File: src/sv/gn3_pkg.sv
`timescale 1ns / 1ps
// ----------------------------------------------------------------------------
// gn3_pkg
// Shared types, constants and helper functions of the gradient noise block.
// ----------------------------------------------------------------------------
package gn3_pkg;

    localparam int COORD_W    = 24;   // Q8.16 coordinate word
    localparam int FRAC_W     = 16;   // fraction bits of a coordinate
    localparam int OUT_FRAC_W = 14;   // fraction bits of the result
    localparam int SCALE_SH   = FRAC_W - OUT_FRAC_W;
    localparam int PERM_SIZE  = 256;
    localparam int PERM_AW    = 8;
    localparam int FADE_W     = FRAC_W + 1;   // fade value in [0, one]
    localparam int VAL_W      = FRAC_W + 3;   // gradient and lerp values
    localparam int DIFF_W     = VAL_W + 1;
    localparam int PROD_W     = DIFF_W + FADE_W + 1;
    localparam int ACC_W      = 24;
    localparam int OCT_W      = 5;
    localparam int MAX_OCTAVES = 16;
    localparam int RES_W      = 16;

    typedef enum logic [1:0] {
        KIND_LOAD   = 2'd0,
        KIND_NOISE  = 2'd1,
        KIND_OCTAVE = 2'd2,
        KIND_NONE   = 2'd3
    } kind_t;

    typedef enum logic [2:0] {
        ST_IDLE,
        ST_FADE,
        ST_HASH,
        ST_GRAD,
        ST_LERP,
        ST_ACC,
        ST_DONE
    } state_t;

    typedef struct packed {
        logic               en;
        logic [PERM_AW-1:0] addr;
        logic [7:0]         data;
    } mem_wr_t;

    typedef struct packed {
        logic [2:0] a_idx;
        logic [2:0] b_idx;
        logic [1:0] axis;
    } lerp_op_t;

    // Lerp schedule: the four x lerps, the two y lerps, then the z lerp.
    // The result always replaces operand a.
    function automatic lerp_op_t lerp_op(input logic [2:0] op);
        lerp_op_t r;
        unique case (op)
            3'd0:    r = '{a_idx: 3'd0, b_idx: 3'd4, axis: 2'd0};
            3'd1:    r = '{a_idx: 3'd2, b_idx: 3'd6, axis: 2'd0};
            3'd2:    r = '{a_idx: 3'd1, b_idx: 3'd5, axis: 2'd0};
            3'd3:    r = '{a_idx: 3'd3, b_idx: 3'd7, axis: 2'd0};
            3'd4:    r = '{a_idx: 3'd0, b_idx: 3'd2, axis: 2'd1};
            3'd5:    r = '{a_idx: 3'd1, b_idx: 3'd3, axis: 2'd1};
            default: r = '{a_idx: 3'd0, b_idx: 3'd1, axis: 2'd2};
        endcase
        return r;
    endfunction

    // Gradient dot product selected by the low four hash bits.
    function automatic logic signed [VAL_W-1:0] grad_f(
        input logic [3:0]              h,
        input logic signed [VAL_W-1:0] x,
        input logic signed [VAL_W-1:0] y,
        input logic signed [VAL_W-1:0] z
    );
        logic signed [VAL_W-1:0] a;
        logic signed [VAL_W-1:0] b;
        a = (h < 4'd8) ? x : y;
        b = (h < 4'd4) ? y : ((h == 4'd12 || h == 4'd14) ? x : z);
        if (h[0])
        begin
            a = -a;
        end
        if (h[1])
        begin
            b = -b;
        end
        return a + b;
    endfunction

endpackage

File: src/sv/gn3_core.sv
`timescale 1ns / 1ps
// ----------------------------------------------------------------------------
// gn3_core
// Sequencer for one noise evaluation or octave sum: fade, table hashing, gradients, lerps, accumulation.
// ----------------------------------------------------------------------------
module gn3_core (
    input  logic                                clk,
    input  logic                                rst_n,
    input  logic                                start,
    input  logic                                octave,
    input  logic [gn3_pkg::COORD_W-1:0]         cx,
    input  logic [gn3_pkg::COORD_W-1:0]         cy,
    input  logic [gn3_pkg::COORD_W-1:0]         cz,
    input  logic [gn3_pkg::OCT_W-1:0]           layers,
    output logic                                ready,
    output logic [gn3_pkg::PERM_AW-1:0]         rd_addr,
    input  logic [7:0]                          rd_data,
    output logic                                res_valid,
    input  logic                                res_ready,
    output logic signed [gn3_pkg::RES_W-1:0]    res_value,
    output logic                                res_sat
);
    import gn3_pkg::*;

    state_t state_reg, state_next;

    logic [3:0]          step_reg;
    logic [1:0]          axis_reg;
    logic [OCT_W-1:0]    layer_reg;
    logic [OCT_W-1:0]    nlay_reg;
    logic                octave_reg;

    logic [COORD_W-1:0]  cx_reg, cy_reg, cz_reg;
    logic [FRAC_W-1:0]   pw_reg, t3_reg, t4_reg;
    logic [FADE_W-1:0]   fade_reg [3];
    logic [PERM_AW-1:0]  a_reg, b_reg, aa_reg, ab_reg, ba_reg, bb_reg;
    logic [3:0]          g_reg [8];
    logic signed [VAL_W-1:0]  l_reg [8];
    logic signed [PROD_W-1:0] prod_reg;
    logic signed [ACC_W-1:0]  acc_reg;

    logic [FRAC_W-1:0]   fx, fy, fz, t_sel, pw_src;
    logic [PERM_AW-1:0]  cell_x, cell_y, cell_z;
    logic [2*FRAC_W-1:0] pw_prod;
    logic signed [ACC_W-1:0]  fade_raw;
    logic [FADE_W-1:0]   fade_val;
    lerp_op_t            op;
    logic signed [DIFF_W-1:0] diff;
    logic signed [ACC_W-1:0]  scaled;

    assign fx     = cx_reg[FRAC_W-1:0];
    assign fy     = cy_reg[FRAC_W-1:0];
    assign fz     = cz_reg[FRAC_W-1:0];
    assign cell_x = cx_reg[FRAC_W+PERM_AW-1:FRAC_W];
    assign cell_y = cy_reg[FRAC_W+PERM_AW-1:FRAC_W];
    assign cell_z = cz_reg[FRAC_W+PERM_AW-1:FRAC_W];

    // Fade: t2..t5 by repeated multiply, then the polynomial and clamp.
    always_comb
    begin
        unique case (axis_reg)
            2'd0:    t_sel = fx;
            2'd1:    t_sel = fy;
            default: t_sel = fz;
        endcase
        pw_src   = (step_reg == 4'd0) ? t_sel : pw_reg;
        pw_prod  = pw_src * t_sel;
        fade_raw = ACC_W'(6) * $signed({8'd0, pw_reg})
                 - ACC_W'(15) * $signed({8'd0, t4_reg})
                 + ACC_W'(10) * $signed({8'd0, t3_reg});
        if (fade_raw < 0)
        begin
            fade_val = '0;
        end
        else if (fade_raw > $signed(ACC_W'(1 << FRAC_W)))
        begin
            fade_val = FADE_W'(1 << FRAC_W);
        end
        else
        begin
            fade_val = fade_raw[FADE_W-1:0];
        end
    end

    // Table read address for each hash step.
    always_comb
    begin
        unique case (step_reg)
            4'd0:    rd_addr = cell_x;
            4'd1:    rd_addr = cell_x + 8'd1;
            4'd2:    rd_addr = a_reg;
            4'd3:    rd_addr = a_reg + 8'd1;
            4'd4:    rd_addr = b_reg;
            4'd5:    rd_addr = b_reg + 8'd1;
            4'd6:    rd_addr = aa_reg;
            4'd7:    rd_addr = aa_reg + 8'd1;
            4'd8:    rd_addr = ab_reg;
            4'd9:    rd_addr = ab_reg + 8'd1;
            4'd10:   rd_addr = ba_reg;
            4'd11:   rd_addr = ba_reg + 8'd1;
            4'd12:   rd_addr = bb_reg;
            4'd13:   rd_addr = bb_reg + 8'd1;
            default: rd_addr = cell_x;
        endcase
    end

    assign op   = lerp_op(step_reg[3:1]);
    assign diff = {l_reg[op.b_idx][VAL_W-1], l_reg[op.b_idx]}
                - {l_reg[op.a_idx][VAL_W-1], l_reg[op.a_idx]};

    assign scaled    = acc_reg >>> SCALE_SH;
    assign res_sat   = (scaled > $signed(ACC_W'(32767))) || (scaled < -$signed(ACC_W'(32768)));
    assign res_value = (scaled > $signed(ACC_W'(32767))) ? RES_W'(32767) :
                       (scaled < -$signed(ACC_W'(32768))) ? -RES_W'(32768) :
                       scaled[RES_W-1:0];

    always_ff @(posedge clk or negedge rst_n)
    begin
        if (!rst_n)
        begin
            state_reg <= ST_IDLE;
        end
        else
        begin
            state_reg <= state_next;
        end
    end

    always_comb
    begin
        state_next = state_reg;
        ready      = 1'b0;
        res_valid  = 1'b0;
        unique case (state_reg)
            ST_IDLE:
            begin
                ready = 1'b1;
                if (start)
                begin
                    state_next = (octave && layers == '0) ? ST_DONE : ST_FADE;
                end
            end
            ST_FADE:
            begin
                if (step_reg == 4'd4 && axis_reg == 2'd2)
                begin
                    state_next = ST_HASH;
                end
            end
            ST_HASH:
            begin
                if (step_reg == 4'd14)
                begin
                    state_next = ST_GRAD;
                end
            end
            ST_GRAD:
            begin
                state_next = ST_LERP;
            end
            ST_LERP:
            begin
                if (step_reg == 4'd13)
                begin
                    state_next = ST_ACC;
                end
            end
            ST_ACC:
            begin
                if (octave_reg && (layer_reg + 5'd1) < nlay_reg)
                begin
                    state_next = ST_FADE;
                end
                else
                begin
                    state_next = ST_DONE;
                end
            end
            ST_DONE:
            begin
                res_valid = 1'b1;
                if (res_ready)
                begin
                    state_next = ST_IDLE;
                end
            end
            default:
            begin
                state_next = ST_IDLE;
            end
        endcase
    end

    // Step, axis and layer counters.
    always_ff @(posedge clk or negedge rst_n)
    begin
        if (!rst_n)
        begin
            step_reg   <= '0;
            axis_reg   <= '0;
            layer_reg  <= '0;
            nlay_reg   <= '0;
            octave_reg <= 1'b0;
        end
        else
        begin
            unique case (state_reg)
                ST_IDLE:
                begin
                    step_reg   <= '0;
                    axis_reg   <= '0;
                    layer_reg  <= '0;
                    nlay_reg   <= layers;
                    octave_reg <= octave;
                end
                ST_FADE:
                begin
                    if (step_reg == 4'd4)
                    begin
                        step_reg <= '0;
                        axis_reg <= (axis_reg == 2'd2) ? 2'd0 : axis_reg + 2'd1;
                    end
                    else
                    begin
                        step_reg <= step_reg + 4'd1;
                    end
                end
                ST_HASH:
                begin
                    step_reg <= (step_reg == 4'd14) ? 4'd0 : step_reg + 4'd1;
                end
                ST_GRAD:
                begin
                    step_reg <= '0;
                end
                ST_LERP:
                begin
                    step_reg <= (step_reg == 4'd13) ? 4'd0 : step_reg + 4'd1;
                end
                ST_ACC:
                begin
                    step_reg  <= '0;
                    axis_reg  <= '0;
                    layer_reg <= layer_reg + 5'd1;
                end
                default:
                begin
                    step_reg <= '0;
                end
            endcase
        end
    end

    // Datapath registers.
    always_ff @(posedge clk)
    begin
        unique case (state_reg)
            ST_IDLE:
            begin
                if (start)
                begin
                    cx_reg  <= cx;
                    cy_reg  <= cy;
                    cz_reg  <= octave ? '0 : cz;
                    acc_reg <= '0;
                end
            end
            ST_FADE:
            begin
                if (step_reg == 4'd4)
                begin
                    fade_reg[axis_reg] <= fade_val;
                end
                else
                begin
                    pw_reg <= pw_prod[2*FRAC_W-1:FRAC_W];
                    if (step_reg == 4'd1)
                    begin
                        t3_reg <= pw_prod[2*FRAC_W-1:FRAC_W];
                    end
                    if (step_reg == 4'd2)
                    begin
                        t4_reg <= pw_prod[2*FRAC_W-1:FRAC_W];
                    end
                end
            end
            ST_HASH:
            begin
                unique case (step_reg)
                    4'd1:    a_reg  <= rd_data + cell_y;
                    4'd2:    b_reg  <= rd_data + cell_y;
                    4'd3:    aa_reg <= rd_data + cell_z;
                    4'd4:    ab_reg <= rd_data + cell_z;
                    4'd5:    ba_reg <= rd_data + cell_z;
                    4'd6:    bb_reg <= rd_data + cell_z;
                    4'd0:    ;
                    default: g_reg[3'(step_reg + 4'd1)] <= rd_data[3:0];
                endcase
            end
            ST_GRAD:
            begin
                // Corner index bits: bit 2 selects x-1, bit 1 y-1, bit 0 z-1.
                for (int c = 0; c < 8; c++)
                begin
                    l_reg[c] <= grad_f(g_reg[c],
                        $signed({3'b0, fx}) - (c[2] ? VAL_W'(1 << FRAC_W) : VAL_W'(0)),
                        $signed({3'b0, fy}) - (c[1] ? VAL_W'(1 << FRAC_W) : VAL_W'(0)),
                        $signed({3'b0, fz}) - (c[0] ? VAL_W'(1 << FRAC_W) : VAL_W'(0)));
                end
            end
            ST_LERP:
            begin
                if (!step_reg[0])
                begin
                    prod_reg <= $signed({1'b0, fade_reg[op.axis]}) * diff;
                end
                else
                begin
                    l_reg[op.a_idx] <= l_reg[op.a_idx] + prod_reg[FRAC_W+VAL_W-1:FRAC_W];
                end
            end
            ST_ACC:
            begin
                if (octave_reg)
                begin
                    acc_reg <= acc_reg
                             + ($signed({{(ACC_W-VAL_W){l_reg[0][VAL_W-1]}}, l_reg[0]})
                                >>> layer_reg);
                    cx_reg  <= {cx_reg[COORD_W-2:0], 1'b0};
                    cy_reg  <= {cy_reg[COORD_W-2:0], 1'b0};
                end
                else
                begin
                    acc_reg <= {{(ACC_W-VAL_W){l_reg[0][VAL_W-1]}}, l_reg[0]};
                end
            end
            default:
            begin
            end
        endcase
    end

endmodule

File: config.mk
export PLATFORM = sky130hd
export DESIGN_NAME = gn3_core
export DESIGN_NICKNAME = d
export VERILOG_FILES = /design/src/sv/gn3_pkg.sv /design/src/sv/gn3_core.sv
export SDC_FILE = /design/constraint.sdc
export NUM_CORES = 2
export LEC_CHECK = 0
export CAP_MARGIN = 10
export CELL_PAD_IN_SITES_DETAIL_PLACEMENT = 1
export CELL_PAD_IN_SITES_GLOBAL_PLACEMENT = 2
export CORE_MARGIN = 1.5
export CORE_UTILIZATION = 42
export DETAILED_ROUTE_END_ITERATION = 6
export DONT_BUFFER_PORTS = 1
export PLACE_DENSITY = 0.82
export SETUP_SLACK_MARGIN = 0.5
export SLEW_MARGIN = 20
export SYNTH_ARGS = -nofsm -noshare
export SYNTH_HDL_FRONTEND = slang
export SYNTH_SLANG_ARGS = --single-unit
File: constraint.sdc
create_clock -name clk -period 14.37 [get_ports clk]
set_input_delay 0 -clock clk [delete_from_list [all_inputs] [get_ports clk]]
set_output_delay 0 -clock clk [all_outputs]
set_load 0.05 [all_outputs]
* Word level (Yosys, flattened, before mapping)
Memory sizes are Yosys's and may differ from the RTL's.
Index checks and enable logic that the tools add are counted.
** Word-level totals
- Register bits :: 247
- Output and inout bits :: 27
- Word-level logic and storage cells :: 288
- Bits of input ports :: 90
- Bits in writable memories :: 235
- Memories :: 3
** Memories
- l_reg :: words 8, bits a word 19, read ports 3, clocked after memory_dff 0, write ports 8, line gn3_core.sv:38 : logic signed [VAL_W-1:0] l_reg [8];
- fade_reg :: words 3, bits a word 17, read ports 1, clocked after memory_dff 0, write ports 1, line gn3_core.sv:35 : logic [FADE_W-1:0] fade_reg [3];
- g_reg :: words 8, bits a word 4, read ports 8, clocked after memory_dff 0, write ports 1, line gn3_core.sv:37 : logic [3:0] g_reg [8];
** Cells by class
- Order comparisons :: 21
- Multipliers :: 5
- Equal/unequal tests :: 50
- Bitwise gates (word level) :: 2
- Reduce and logical (&&, ||, !) cells :: 37
- Muxes and demuxes :: 105
- Add/subtract/negate cells :: 44
- Shifts and indexed selects :: 1
** Operators with widths (number)
- $mux W19 :: 52
- $neg A19 Y19 :: 13
- $add A19 B19 Y19 :: 9
- $mux W24 :: 6
- $pmux W24 S2 :: 3
- $mux W16 :: 8
- $pmux W8 S13 :: 1
- $eq A4 B4 Y1 const B :: 23
- $neg A16 Y19 :: 3
- $add A8 B1 Y8 const B :: 7
- $sub A16 B17 Y18 const B :: 3
- $pmux W7 S6 :: 1
- $mul A18 B20 Y35 :: 1
- $mux W17 :: 2
- $lt A4 B3 Y1 const B :: 8
- $lt A4 B4 Y1 const B :: 8
- $mul A16 B16 Y32 :: 1
- $pmux W16 S2 :: 1
- $add A24 B24 Y24 :: 1
- $mux W3 :: 8
- $sshr A19 B5 Y24 :: 1
- $add A21 B21 Y22 :: 1
- $gt A22 B16 Y1 const B :: 1
- $gt A22 B18 Y1 const B :: 1
- other kinds (42) :: 102

* Logic depth before layout (Yosys ltp)
An unclocked memory read counts as a cell.
- Word-level depth :: 10
- Mapped depth :: 47
- Depth with buffers taken out :: 41

* Worst setup path after synthesis
Ideal clock, no wire load.
- Kind :: flip-flop to flip-flop
- From :: reg step_reg[2]
- To :: reg prod_reg[33], data pin
- Path buffers :: 8
- Data arrival time :: 10417 ps
- Setup time :: 264 ps
- Period minus slack after synthesis :: 10681 ps
- Setup slack :: 3689 ps
- Cell stages (with the launch flop) :: 48
- Data required time :: 14106 ps
- Cells stage by stage :: dfrtp_1 > clkbuf_1 > buf_2 > buf_2 > buf_2 > buf_1 > buf_1 > clkbuf_1 > nor2_1 > a21oi_1 > a31oi_1 > a221oi_1 > ha_1 > inv_1 > fa_1 > nand2_1 > a21oi_1 > o21ai_0 > [12 not listed] > inv_1 > fa_1 > inv_1 > fa_1 > inv_1 > fa_1 > inv_1 > ha_1 > a21oi_1 > a21oi_1 > a211oi_1 > nand3_1 > o311a_1 > o31a_1 > o22ai_1 > a21oi_1 > a221oi_1 > xnor2_1
** On the way
- Longest elaborated chain between the ends :: 5
- Elaborated cells on any way between the ends :: 11
- Those cells by class :: add/sub: 1; mul: 1; eq/ne: 5; mux: 1; reduce/logical: 1; memory: 2
** Ends and longest elaborated chain
- start, declared :: line gn3_core.sv:27 : logic [3:0] step_reg;
- start signal, assigned :: line gn3_core.sv:225 : step_reg <= step_reg + 4'd1;
- start signal, assigned :: line gn3_core.sv:230 : step_reg <= (step_reg == 4'd14) ? 4'd0 : step_reg + 4'd1;
- start signal, assigned :: line gn3_core.sv:238 : step_reg <= (step_reg == 4'd13) ? 4'd0 : step_reg + 4'd1;
- $eq A3 B3 Y1 (tied with other cells) :: line gn3_pkg.sv:56 : unique case (op)
- $pmux W7 S6 * :: line gn3_pkg.sv:56
- $mem_v2 Z8 W19
- $sub A19 B19 Y20 :: line gn3_core.sv:109 : - {l_reg[op.a_idx][VAL_W-1], l_reg[op.a_idx]};
- $mul A18 B20 Y35 * :: line gn3_core.sv:315 : prod_reg <= $signed({1'b0, fade_reg[op.axis]}) * diff;
- end signal, assigned :: line gn3_core.sv:315
- end, declared :: line gn3_core.sv:39 : logic signed [PROD_W-1:0] prod_reg;
Every way passes the cells marked *; elsewhere a longest branch is shown, timed or not.
A chain may end at the register's enable or synchronous reset.

* Final worst setup path
- From :: reg step_reg[1]
- To :: reg prod_reg[33], data pin
The elaborated chain is that of the path after synthesis.

==> results_dict.tcl <==
set metrics [dict create \
    status "completed" \
    async_flop_share_pct 4.29 \
    antenna_found_initial 14 \
    cp_max_fo 44 \
    worstSetupPathType "register to register" \
    cts_buffers 59 \
    port_buffers 0 \
    cp-end-kind "register" \
    slew-limit-headroom_pct 18.4 \
    grt_pass1_wl_microns 384000 \
    crit_path_max_incr_delay_ps 830 \
    startpoint_type "register" \
    postSynthCellCount 7791 \
    fin_nets 8923 \
    wl_microns 258000 \
    ys_top_cells_by_area "edfxtp_1 (20%), fa_1 (17%), ha_1 (9.9%), nand2_1 (5.5%), inv_1 (5.0%)" \
    die_height_microns 400 \
    synth_edf_count 446 \
    hold_viol_final 0 \
    worstPathArrival_ps 12230 \
    synth_ff_type "edfxtp_1" \
    drtPass1Iterations 6 \
    clockBufferDepth 3 \
    ys.warnings.count 0 \
    cts_resized 0 \
    drc_errors 0 \
    synth_common_cells "nand2_1 (979), inv_1 (885), nor2_1 (699)" \
    overflow 0 \
    die_area_sq_mm 0.160 \
    largest_register_ff_count 152 \
    power_density_mw_per_mm2 44.2 \
    fin_tns_setup_ps 0 \
    fp-row-count 145 \
    coreArea_sq_mm 0.157 \
    period_share_pct 81.8 \
    htreeDepth 2 \
    cts_setup_buffers 0 \
    root_buffer "clkbuf_16" \
    fmax_ghz 0.0851 \
    wl_per_cell_microns 26.2 \
    vias_per_cell 5.92 \
    fin_crit_ps 11750 \
    cap_violations 0 \
    cts_tree "done" \
    drt_iter0_drc 4663 \
    avgSynthCellArea_sq_um 8.51 \
    vias 58300 \
    finClkSkew_ps 102 \
    grt_start_max_net_pins 81 \
    p_total_w 0.00319 \
    postRouteAntennaNets 0 \
    rsz0062_at_grt "false" \
    grt.total_usage_pct 31.6 \
    peakVddDrop_mv 0.104 \
    netlist_area_sq_mm 0.0663 \
    dpl.hpwl_microns 198000 \
    drv_slew 0 \
    ys_types 90 \
    hold_class "input pin to register" \
    postCtsHoldBufs 126 \
    area_growth_pct 8.86 \
    die_w_microns 400 \
    required_ps 14850 \
    path_clk_slew_ps 80 \
    ios 117 \
    gp_congestion 0.962 \
    drive_gt1_share_pct 5.79 \
    synth_most_common_cell "nand2_1" \
    setup_viol 0 \
    synth.top_cell.area_share_pct 20.2 \
    clk_latency_ps 740 \
    cpMaxStageDelayCell "a31oi_1" \
    worstMarginPinSlew_ps 1220 \
    start_util_pct 42.4 \
    cpMostUsedCell "fa_1" \
    clock-sinks 466 \
    synth_top_area_cell "edfxtp_1" \
    synth_fp_nets 8976 \
    ys_seq_elements 466 \
    yosysSeqAreaShare_pct 21.0 \
    total_leakage_power_nw 31.8 \
    grt_pass1_vias 60700 \
]
worst max-delay path, delay by kind of cell (launching register included):
| family | cells | cell delay (ps) |
|---|---|---|
| xor+xnor | 1 | 100 |
| buf+inv | 7 | 1370 |
| fa+ha+maj | 8 | 3870 |
| flops | 1 | 350 |
| simple gates | 6 | 1320 |
| compound gates | 13 | 4440 |
power breakdown:
part	internal (W)	leakage, nW	switching, W	total (W)
clock	0.000946	1.00	0.000702	0.00165
sequential	0.00147	4.20	0	0.00147
combinational	0.0000328	26.6	0.0000377	0.0000706
final timing paths:
path	from	endpoint	slack, ps	depth (start not counted)
min in group asynchronous	rst_n	state_reg[0]$_DFFE_PN0P_	520	4
max in group asynchronous	rst_n	step_reg[3]$_DFF_PN0_	13660	4
max reg2reg	step_reg[1]$_DFF_PN0_	prod_reg[33]$_DFFE_PP_	2620	35
min reg2reg	nlay_reg[4]$_DFFE_PN0P_	nlay_reg[4]$_DFFE_PN0P_	560	2
max	step_reg[1]$_DFF_PN0_	prod_reg[33]$_DFFE_PP_	2620	35
min	cy[21]	cy_reg[21]$_DFFE_PP_	30	3
per-stage QoR:
step                utilization (%)  instances  hold slack [ps]  setup slack [ps]  area (sq um)
detailed placement             43.9       9609             -295              2780         68800
CTS                            46.1       9845             1.77              2760         72200
global placement               43.9       9609             -295              2860         68800
global route                   46.1       9850             47.4              1790         72200
floorplan                         -       7791             -296              3690         66300
finish                         46.1       9851             31.2              2620         72200
placed cells by master (no fill, tap or decap), drive strengths merged, types with 22 or more instances in the layout:
cell type,instances
clkbuf,66
a21boi,24
dlygate4sd3,123
nand3,103
nor3,126
or2,47
o41ai,22
a21oi,439
mux2,71
nand2b,61
inv,889
o211ai,31
fa,568
nand2,979
mux2i,308
nor2,699
and3,50
a21o,80
buf,177
ha,527
xor2,205
o31ai,38
clkinv,24
edfxtp,446
o21ai,390
or3,72
a211oi,152
o22ai,37
o21a,77
and2,50
a31oi,75
o21bai,31
xnor2,346
nor2b,169
cells by family (layout without fill, tap and decap cells):
| kind of cell | count (synthesis) | in the layout | share of synthesized area (%) |
|---|---|---|---|
| xor+xnor | 551 | 551 | 7.28 |
| other cells | 0 | 6 | 0 |
| compound gates | 1546 | 1546 | 14.6 |
| flops | 466 | 466 | 21.0 |
| mux | 387 | 387 | 6.13 |
| buf+inv | 1300 | 1296 | 7.42 |
| simple gates | 2446 | 2446 | 16.5 |
| fa+ha+maj | 1095 | 1095 | 27.1 |
routing by layer:
metal  share of wire (%)  track usage (%)  vias to the layer above
met1                  41             40.3                    29700
met2                  48             53.1                     1865
li1                    -                -                    26200
met3                 6.3             4.31                      517
met4                 5.0             14.2                        6
met5               0.013                0                        -
layout make-up:
type                            instances  area [sq um]
Fill cell                           18400         84400
Multi-Input combinational cell       6025         47700
Sequential cell                       466         13900
Inverter                              886          3330
Timing Repair Buffer                  300          2610
Tap cell                             2058          2570
Clock buffer                           66          1500
Clock inverter                         44           601
Antenna cell                            6          15.0
No activity file was read; power rests on OpenSTA's default activity.
